==> src/tdpt_pkg.sv <==
// Shared types, constants and the control program of the trial-division prime test.
package tdpt_pkg;

  // Port width of the number and its echo
  localparam int unsigned DATA_W = 32;
  // Default width of the number that is tested
  localparam int unsigned VALUE_W_DEF = 32;

  // Step counter
  localparam int unsigned PC_W = 4;
  typedef logic [PC_W-1:0] pc_t;

  // Step addresses of the control program
  localparam pc_t STEP_EMIT  = 4'd0;
  localparam pc_t STEP_LOAD  = 4'd1;
  localparam pc_t STEP_CHECK = 4'd2;
  localparam pc_t STEP_SQ    = 4'd3;
  localparam pc_t STEP_CMP   = 4'd4;
  localparam pc_t STEP_DIV   = 4'd5;
  localparam pc_t STEP_TEST  = 4'd6;
  localparam pc_t STEP_LOOP  = 4'd7;
  localparam pc_t STEP_COMP  = 4'd8;
  localparam pc_t STEP_PRIME = 4'd9;

  // Datapath operations
  typedef logic [3:0] op_t;
  localparam op_t OP_NONE    = 4'd0;
  localparam op_t OP_LOAD    = 4'd1;
  localparam op_t OP_SQUARE  = 4'd2;
  localparam op_t OP_DIVINIT = 4'd3;
  localparam op_t OP_DIVSTEP = 4'd4;
  localparam op_t OP_DINC    = 4'd5;
  localparam op_t OP_CLRP    = 4'd6;
  localparam op_t OP_SETP    = 4'd7;
  localparam op_t OP_EMIT    = 4'd8;

  // Jump conditions
  typedef logic [2:0] cond_t;
  localparam cond_t C_NEVER  = 3'd0;
  localparam cond_t C_ALWAYS = 3'd1;
  localparam cond_t C_OBUSY  = 3'd2;
  localparam cond_t C_NOIN   = 3'd3;
  localparam cond_t C_LT2    = 3'd4;
  localparam cond_t C_SQGT   = 3'd5;
  localparam cond_t C_MORE   = 3'd6;
  localparam cond_t C_REMZ   = 3'd7;

  // One control word
  typedef struct packed {
    op_t   op;
    cond_t cond;
    pc_t   target;
  } uword_t;

  // Status from the datapath to the sequencer
  typedef struct packed {
    logic lt2;
    logic sq_gt;
    logic more;
    logic rem_zero;
  } flags_t;

  // Control program
  function automatic uword_t ucode(input pc_t pc);
    uword_t w;
    w = '{op: OP_NONE, cond: C_ALWAYS, target: STEP_LOAD};
    unique case (pc)
      STEP_EMIT:  w = '{op: OP_EMIT,    cond: C_OBUSY,  target: STEP_EMIT};
      STEP_LOAD:  w = '{op: OP_LOAD,    cond: C_NOIN,   target: STEP_LOAD};
      STEP_CHECK: w = '{op: OP_NONE,    cond: C_LT2,    target: STEP_COMP};
      STEP_SQ:    w = '{op: OP_SQUARE,  cond: C_NEVER,  target: STEP_SQ};
      STEP_CMP:   w = '{op: OP_DIVINIT, cond: C_SQGT,   target: STEP_PRIME};
      STEP_DIV:   w = '{op: OP_DIVSTEP, cond: C_MORE,   target: STEP_DIV};
      STEP_TEST:  w = '{op: OP_DINC,    cond: C_REMZ,   target: STEP_COMP};
      STEP_LOOP:  w = '{op: OP_NONE,    cond: C_ALWAYS, target: STEP_SQ};
      STEP_COMP:  w = '{op: OP_CLRP,    cond: C_ALWAYS, target: STEP_EMIT};
      STEP_PRIME: w = '{op: OP_SETP,    cond: C_ALWAYS, target: STEP_EMIT};
      default:    w = '{op: OP_NONE,    cond: C_ALWAYS, target: STEP_LOAD};
    endcase
    return w;
  endfunction

endpackage

==> src/tdpt_dpath.sv <==
// Datapath: number register, divisor, square and a one-bit-per-cycle remainder unit.
module tdpt_dpath #(
  parameter int unsigned VALUE_W = tdpt_pkg::VALUE_W_DEF
) (
  input  logic                clk_i,
  input  tdpt_pkg::op_t       op_i,
  input  logic                take_i,
  input  logic [VALUE_W-1:0]  cand_i,
  output logic [VALUE_W-1:0]  cand_o,
  output tdpt_pkg::flags_t    flags_o
);
  import tdpt_pkg::*;

  localparam int unsigned DW  = VALUE_W / 2 + 1;
  localparam int unsigned SQW = 2 * DW;
  localparam int unsigned CW  = $clog2(VALUE_W);

  logic [VALUE_W-1:0] cand_q, cand_d;
  logic [DW-1:0]      div_q, div_d;
  logic [SQW-1:0]     sq_q, sq_d;
  logic [DW-1:0]      rem_q, rem_d;
  logic [VALUE_W-1:0] sh_q, sh_d;
  logic [CW-1:0]      cnt_q, cnt_d;

  logic [DW:0]        trial;
  logic [DW:0]        div_ext;
  logic [DW:0]        diff;

  // Shift in the next dividend bit and subtract the divisor if it fits
  assign trial   = {rem_q, sh_q[VALUE_W-1]};
  assign div_ext = {1'b0, div_q};
  assign diff    = trial - div_ext;

  always_comb begin
    cand_d = cand_q;
    div_d  = div_q;
    sq_d   = sq_q;
    rem_d  = rem_q;
    sh_d   = sh_q;
    cnt_d  = cnt_q;
    case (op_i)
      OP_LOAD: begin
        if (take_i) begin
          cand_d = cand_i;
          div_d  = DW'(2);
        end
      end
      OP_SQUARE: begin
        sq_d = {{DW{1'b0}}, div_q} * {{DW{1'b0}}, div_q};
      end
      OP_DIVINIT: begin
        rem_d = '0;
        sh_d  = cand_q;
        cnt_d = CW'(VALUE_W - 1);
      end
      OP_DIVSTEP: begin
        rem_d = (trial >= div_ext) ? diff[DW-1:0] : trial[DW-1:0];
        sh_d  = sh_q << 1;
        cnt_d = cnt_q - CW'(1);
      end
      OP_DINC: begin
        // After two, step through odd divisors only
        div_d = div_q + (div_q[0] ? DW'(2) : DW'(1));
      end
      default: begin
      end
    endcase
  end

  always_ff @(posedge clk_i) begin
    cand_q <= cand_d;
    div_q  <= div_d;
    sq_q   <= sq_d;
    rem_q  <= rem_d;
    sh_q   <= sh_d;
    cnt_q  <= cnt_d;
  end

  // Status toward the sequencer
  assign flags_o.lt2      = cand_q[VALUE_W-1] | (cand_q[VALUE_W-1:1] == '0);
  assign flags_o.sq_gt    = sq_q > {{(SQW-VALUE_W){1'b0}}, cand_q};
  assign flags_o.more     = (cnt_q != '0);
  assign flags_o.rem_zero = (rem_q == '0);
  assign cand_o           = cand_q;

endmodule

==> config.mk <==
export PLATFORM = sky130hd
export DESIGN_NAME = tdpt_dpath
export DESIGN_NICKNAME = d
export VERILOG_FILES = /design/src/tdpt_pkg.sv /design/src/tdpt_dpath.sv
export SDC_FILE = /design/constraint.sdc
export NUM_CORES = 1
export LEC_CHECK = 0
export BUFFER_PORTS_ARGS = -buffer_cell sky130_fd_sc_hd__buf_2
export CAP_MARGIN = 5
export CORE_ASPECT_RATIO = 1.75
export CORE_UTILIZATION = 30
export CTS_CLUSTER_SIZE = 8
export DETAILED_ROUTE_END_ITERATION = 10
export GPL_TIMING_DRIVEN = 1
export PLACE_DENSITY = 0.47
export SYNTH_ARGS = -nofsm -noshare
export SYNTH_HDL_FRONTEND = slang
export SYNTH_SLANG_ARGS = --single-unit
==> constraint.sdc <==
create_clock -name clk_i -period 8.1 [get_ports clk_i]
set_input_delay 1.62 -clock clk_i [delete_from_list [all_inputs] [get_ports clk_i]]
set_output_delay 1.62 -clock clk_i [all_outputs]
set_load 0.02 [all_outputs]
# Word-level counts from Yosys, hierarchy flattened
# Index checks and enable logic that the tools add are counted.
# word_totals
ff_bits	137
in_bits	38
output_inout_bits	36
elab_cells	33
# classes
addsub	3
n_mul	1
order_cmp	2
eq_ne	6
mux	7
bitwise_logic	1
reduce_logical	7
# ops
cell	count
$pmux W17 S2	2
$pmux W32 S2	1
$gt A34 B32 Y1	1
$mul A17 B17 Y34	1
$mux W17	2
$logic_not A31 Y1	1
$ge A18 B17 Y1	1
$add A17 B2 Y17	1
$logic_not A17 Y1	1
$sub A17 B17 Y17	1
$pmux W5 S2	1
$eq A4 B2 Y1 const B	2
$eq A4 B3 Y1 const B	2
$reduce_bool A5 Y1	1
$sub A5 B1 Y5 const B	1
$eq A4 B1 Y1 const B	1
$reduce_and A2 Y1	2
$reduce_bool A2 Y1	2
$mux W2	1
$ne A2 B2 Y1 const B	1
$or A1 B1 Y1	1

# Depth between registers and ports, before layout
# Gate-level depths: netlist of the first run.
# logic_depth
depth_word	3
ltp_mapped	24
mapped_depth_nobuf	22

# Worst setup path after synthesis of the first run
# Ideal clock, no wire load.
# synth_path
path_kind	register to register
from	register div_q[3]
to	register sq_q[32] (data pin)
t_arrival_ns	5.848
required_time_ns	7.840
setup_slack_ns	1.992
stages_incl_launch_ff	25
path_buffers	2
synth_period_minus_slack_ns	6.108
path_cell_list	edfxtp_1 clkbuf_1 clkinv_1 nor2_1 inv_1 fa_1 inv_1 fa_1 inv_1 fa_1 inv_1 fa_1 fa_1 inv_1 fa_1 inv_1 ha_1 buf_6 nand3_1 o211ai_1 o21a_1 nor3_1 o21ai_1 a221oi_2 xnor2_1
# synth_between
elab_chain_cells	1
# synth_rtl
item	line_no	text
start, declared	tdpt_dpath.sv:19	logic [DW-1:0] div_q, div_d;
start signal, assigned	tdpt_dpath.sv:72	div_q <= div_d;
$mul A17 B17 Y34	tdpt_dpath.sv:49	sq_d = {{DW{1'b0}}, div_q} * {{DW{1'b0}}, div_q};
end signal, assigned	tdpt_dpath.sv:73	sq_q <= sq_d;
end, declared	tdpt_dpath.sv:20	logic [SQW-1:0] sq_q, sq_d;
# No other way between the ends.
# A chain may end at the register's enable or synchronous reset.

# Worst setup path after layout of the first run
# layout_path
from	register div_q[5]
to	register sq_q[32] (data pin)
# The elaborated chain is that of the path after synthesis.

==> flow_metrics.tcl, run 1 <==
set metrics [dict create \
    status "completed" \
    rows 109 \
    drt_iter0_drc 451 \
    antenna_found_initial 0 \
    drc 0 \
    ys_ff_latch 136 \
    layout_common_cells "inv_1 (325), fa_1 (193), nand2_1 (164)" \
    ant_nets 0 \
    crit_type "reg -> reg" \
    grtUsageMet3_pct 1.32 \
    hold_class "reg -> reg" \
    hpwl_mm 34.5 \
    rsz0062_at_grt "no" \
    critPathLaunchType "flip-flop" \
    powerDensity_nw_per_um2 265 \
    synth-edff-count 136 \
    fillers 5127 \
    grt_use_met1_pct 17.1 \
    min_from "sh_q[29]" \
    drt_first_pass_iters 5 \
    ys_seq_area_share_pct 26.8 \
    via_per_inst 4.74 \
    async_flop_share_pct 0 \
    fin_skew_ns 0.00957 \
    worst_slew_pin_slew_ns 0.985 \
    grt_pass1_vias 11700 \
    busiest_layer "met2" \
    r2r_start "div_q[5]" \
    vias 10800 \
    cts_setup_buffers 0 \
    crit_fanout 15 \
    clkLatencyLatePin_ns 0.45 \
    hold_end "sh_q[30]" \
    synth_warnings 0 \
    rr_worst_depth 20 \
    period_needed_ns 7.06 \
    fmax_mhz 142 \
    met2_usage_pct 34.3 \
    fin_crit_sh_pct 87.2 \
    htreeDepth 4 \
    place_congestion 0.872 \
    grt_pass1_wl_mm 65.2 \
    ctsHoldBuffers 0 \
    synthTopCellsByArea "edfxtp_1 (27%), fa_1 (25%), ha_1 (13%)" \
    vdd_ir_drop_max_v 0.000183 \
    final_common_cell "inv_1" \
    r2r-end "sq_q[32]" \
    maxCapViolations 0 \
    hold_path_depth 2 \
    finalHoldViolCount 0 \
    cts_buffer_depth 2 \
    ff_latch_area_um2 4080 \
    synth_area_leader_cell "edfxtp_1" \
    die_height_um 300 \
    cts.clk_slew.worst_paths_ns 0.07 \
    cts_buffers 17 \
    cts-root-buf "clkbuf_16" \
    fin_util_pct 33.6 \
    drt-total-wl_mm 41.5 \
    die_area_um2 51800 \
    wl_per_cell_um 18.2 \
    maxSlewHeadroom_pct 34.3 \
    initial_core_util_pct 30.3 \
    p_leak_nw 8.01 \
    grt_max_degree 74 \
    cts_resized 0 \
    ios 74 \
    fin_nets 1995 \
    grt_usage_pct 17.0 \
    die_x_um 172 \
    synth_flop_cell "edfxtp_1" \
    fin_setup_tns_ns 0 \
    area_growth_syn_to_layout_pct 11.0 \
    coreArea_um2 50300 \
    netlist_instances 1545 \
    ys_types 72 \
    arrival_ns 7.27 \
    required_ns 8.31 \
    avgSynthCellArea_um2 9.87 \
    drive_gt1_share_pct 8.92 \
    end_kind "flip-flop" \
    synth_top_area_share_pct 26.8 \
    syn-num-nets 1938 \
    cts_tree "built" \
    syn_area_um2 15200 \
    rrSetupSlack_ns 1.04 \
    io_buffers 73 \
    cts_sinks 136 \
    maxSlewViolCount 0 \
    multiInputGateArea_um2 9720 \
    antenna_cells 0 \
    overflow 0 \
    setup_violations 0 \
]
==> Yosys cell counts (all sizes together), types with 3 or more instances <==
cell type  instances
nor3              15
o211ai             7
edfxtp           136
o31a               3
xor2              15
nor4              14
or3                4
nor2             112
clkinv             6
a221o              3
a211oi            11
a21oi             55
nand2            164
a31oi              7
clkbuf            29
xnor2             49
nand2b             6
buf               12
a21o              35
fa               193
or2                5
nor2b             10
o21bai             4
ha               162
nand4             16
nor4b              3
nand3             29
o21ai             64
nand3b             3
and2               6
mux2i              5
o21a               6
inv              329
==> stage by stage <==
step           hold WS, ns  area [um^2]  cells  setup WS [ns]  total power, W
2_1_floorplan        0.484        15200   1545           1.99         0.00312
3_3_place_gp         0.499        16300   2249           1.18         0.00372
3_5_place_dp         0.509        16300   2249           1.05         0.00373
4_1_cts              0.522        16900   2281           1.04         0.00456
5_1_grt              0.540        16900   2281          0.622         0.00486
6_report             0.522        16900   2281           1.04         0.00448
==> flip-flops by register name, indices dropped and copies added, names as in the netlist <==
name    flops
div_q      17
cand_o     32
sq_q       33
rem_q      17
cnt_q       5
sh_q       32
==> power by group <==
part	total [W]	switching [W]	leakage [nW]	internal [W]
Clock	0.000819	0.000377	0.293	0.000441
Combinational	0.00270	0.00163	6.48	0.00107
Sequential	0.000963	0.0000269	1.23	0.000936
==> critical path: stages (launching register included) <==
cell,delay [ns]
edfxtp_1,0.79
clkinv_1,0.49
nor2_1,0.36
fa_1,0.47
inv_1,0.09
fa_1,0.41
fa_1,0.54
inv_1,0.05
fa_1,0.48
fa_1,0.55
inv_1,0.05
fa_1,0.53
inv_1,0.04
ha_1,0.41
nand3_1,0.13
o211ai_1,0.12
o21a_1,0.18
nor3_1,0.50
o21ai_1,0.24
a221oi_2,0.29
xnor2_1,0.08
==> cell type report <==
type / instances / share of cell area, %
clock buffer: 17 / 2.51
tap: 666 / 4.93
multi-input combinational: 1032 / 57.5
inverter: 335 / 7.43
timing repair buffer: 80 / 2.47
clock inverter: 15 / 1.04
sequential: 136 / 24.1
==> metal layers <==
metal / part of all wire, % / wire length, um / vias to the layer above
met5: 0 / 0 / -
met4: 3.7 / 1520 / 0
met3: 1.7 / 718 / 54
met2: 60 / 24900 / 151
met1: 35 / 14400 / 5485
li1: - / - / 5114
==> worst max path at each step <==
stage                        start       end  slack (ns)
after detailed placement  div_q[5]  sq_q[32]        1.05
after CTS                 div_q[5]  sq_q[32]        1.04
final                     div_q[5]  sq_q[32]        1.04
after global routing      div_q[5]  sq_q[32]        0.62
after global placement    div_q[5]  sq_q[32]        1.18
after floorplan           div_q[3]  sq_q[32]        1.99
==> kinds of logic (layout without fill, tap and decap cells) <==
family	count (synthesis)	after routing	share of synthesized area, %
xor+xnor	64	64	3.68
buf+inv	377	447	9.61
flops	136	136	26.8
simple gates	395	395	11.8
compound gates	212	212	9.04
fa+ha+maj	355	355	38.6
mux	6	6	0.402
Note: power is estimated with default switching activity, not from simulation.
==> inputs of run 2 (changes only) <==
Settings changed: ABC_CLOCK_PERIOD_IN_PS set to 8100, CORE_UTILIZATION 30 to 50, PLACE_DENSITY 0.47 to 0.69.
==> run 2 against run 1 <==
Worst hold slack improved by 0.014 ns. Utilization is 21 points higher. Maximum frequency rose by 0.99%. Sequential power barely moved. Worst setup slack better by 0.069 ns. Die area is 40% lower. Clock-buffer cell count is the same. Total power fell by 2.0%. Cell count down 12%. Non-clock buffer count decreased by 2. Global-route usage increased by 8.7 points. Highest routed layer unchanged.
==> flow_metrics.tcl, run 2 (same netlist as run 1, synthesis figures left out) <==
set metrics [dict create \
    status "completed" \
    cts.clk_slew.worst_paths_ns 0.07 \
    cts_resized 0 \
    fmax_mhz 143 \
    p_leak_nw 8.00 \
    antenna_found_initial 0 \
    die_x_um 134 \
    wl_per_cell_um 18.9 \
    fillers 2713 \
    cts-root-buf "clkbuf_16" \
    drt_first_pass_iters 5 \
    cts_sinks 136 \
    overflow 0 \
    required_ns 8.30 \
    maxCapViolations 0 \
    fin_crit_sh_pct 86.4 \
    grt_pass1_vias 12000 \
    cts_setup_buffers 0 \
    end_kind "flip-flop" \
    die_area_um2 31200 \
    coreArea_um2 30100 \
    drc 0 \
    clkLatencyLatePin_ns 0.44 \
    endpoint "sq_q[32]" \
    ant_nets 0 \
    drt_iter0_drc 752 \
    grt_usage_pct 25.6 \
    rows 84 \
    cts_tree "built" \
    io_buffers 73 \
    rsz0062_at_grt "no" \
    grt_max_degree 74 \
    initial_core_util_pct 50.7 \
    drt-total-wl_mm 37.7 \
    rrSetupSlack_ns 1.10 \
    die_height_um 233 \
    period_needed_ns 7.00 \
    r2r_start "div_q[5]" \
    finalHoldViolCount 0 \
    hpwl_mm 31.5 \
    fin_skew_ns 0.00961 \
    cts_buffer_depth 2 \
    worst_slew_pin_slew_ns 0.760 \
    fin_setup_tns_ns 0 \
    area_growth_syn_to_layout_pct 8.44 \
    cts_buffers 17 \
    antenna_cells 0 \
    maxSlewViolCount 0 \
    startpoint "div_q[5]" \
    largest_reg_flops 33 \
    crit_type "reg -> reg" \
    vias 11100 \
    maxSlewHeadroom_pct 49.4 \
    layout_common_cells "inv_1 (325), fa_1 (193), nand2_1 (164)" \
    ff_latch_area_um2 4080 \
    hold_ws_ns 0.536 \
    arrival_ns 7.19 \
    place_congestion 0.919 \
    htreeDepth 4 \
    vdd_ir_drop_max_v 0.000293 \
    powerDensity_nw_per_um2 266 \
    rr_worst_depth 20 \
    drive_gt1_share_pct 8.74 \
    hold_class "reg -> reg" \
    via_per_inst 5.56 \
    ios 74 \
    final_common_cell "inv_1" \
    r2r-end "sq_q[32]" \
    grt_pass1_wl_mm 60.5 \
    critPathLaunchType "flip-flop" \
    fin_nets 1993 \
    largest_register "sq_q" \
    multiInputGateArea_um2 9720 \
    ctsHoldBuffers 0 \
    min_from "sh_q[24]" \
    setup_violations 0 \
    crit_fanout 15 \
]
## run 2: cell count changes in the layout (fill, tap and decap cells not counted), sizes merged
cell	change
clkinvlp	-1
buf	-2
clkinv	+1
## run 2: layout make-up
type | instances | share of cell area, %
Multi-Input combinational cell | 1032 | 58.8
Sequential cell | 136 | 24.7
Inverter | 335 | 7.61
Timing Repair Buffer | 78 | 2.44
Tap cell | 387 | 2.93
Clock inverter | 15 | 0.939
Clock buffer | 17 | 2.57
## run 2: metrics by stage
stage,area [um^2],setup slack (ns),std cells,utilization [%],total power (W)
global placement,16000,1.23,1968,53.1,0.00358
finish,16500,1.10,2000,55.0,0.00440
global route,16500,0.725,2000,55.0,0.00475
CTS,16500,1.15,2000,55.0,0.00442
floorplan,15200,1.99,1545,-,0.00312
detailed placement,16000,1.17,1968,53.1,0.00363
## run 2: routing by layer
layer / global-route usage, % / part of all wire [%]
met4: 17.1 / 6.3
met3: 2.85 / 3.8
met5: 0 / 0
met2: 49.0 / 56
met1: 25.6 / 33
## run 2: worst min path at each step
stage | end | slack [ns] | cells after the start
2_1_floorplan | sh_q[1] | 0.48 | 2
3_3_place_gp | sh_q[27] | 0.50 | 2
3_5_place_dp | sh_q[24] | 0.52 | 2
4_1_cts | sh_q[24] | 0.53 | 2
5_1_grt | sh_q[1] | 0.55 | 2
6_report | sh_q[25] | 0.54 | 2
## run 2: critical path, stage by stage (launching register included)
cell and delay, ns:
edfxtp_1 0.74, clkinv_1 0.42, nor2_1 0.34, fa_1 0.47
inv_1 0.09, fa_1 0.44, fa_1 0.54, inv_1 0.06
fa_1 0.46, fa_1 0.54, inv_1 0.05, fa_1 0.53
inv_1 0.04, ha_1 0.41, nand3_1 0.14, o211ai_1 0.12
o21a_1 0.18, nor3_1 0.51, o21ai_1 0.26, a221oi_2 0.30
xnor2_1 0.09
## run 2: where the power goes
part | internal [W] | switching [W] | total (W)
Sequential | 0.000936 | 0.0000255 | 0.000961
Combinational | 0.00106 | 0.00159 | 0.00266
Clock | 0.000435 | 0.000342 | 0.000777
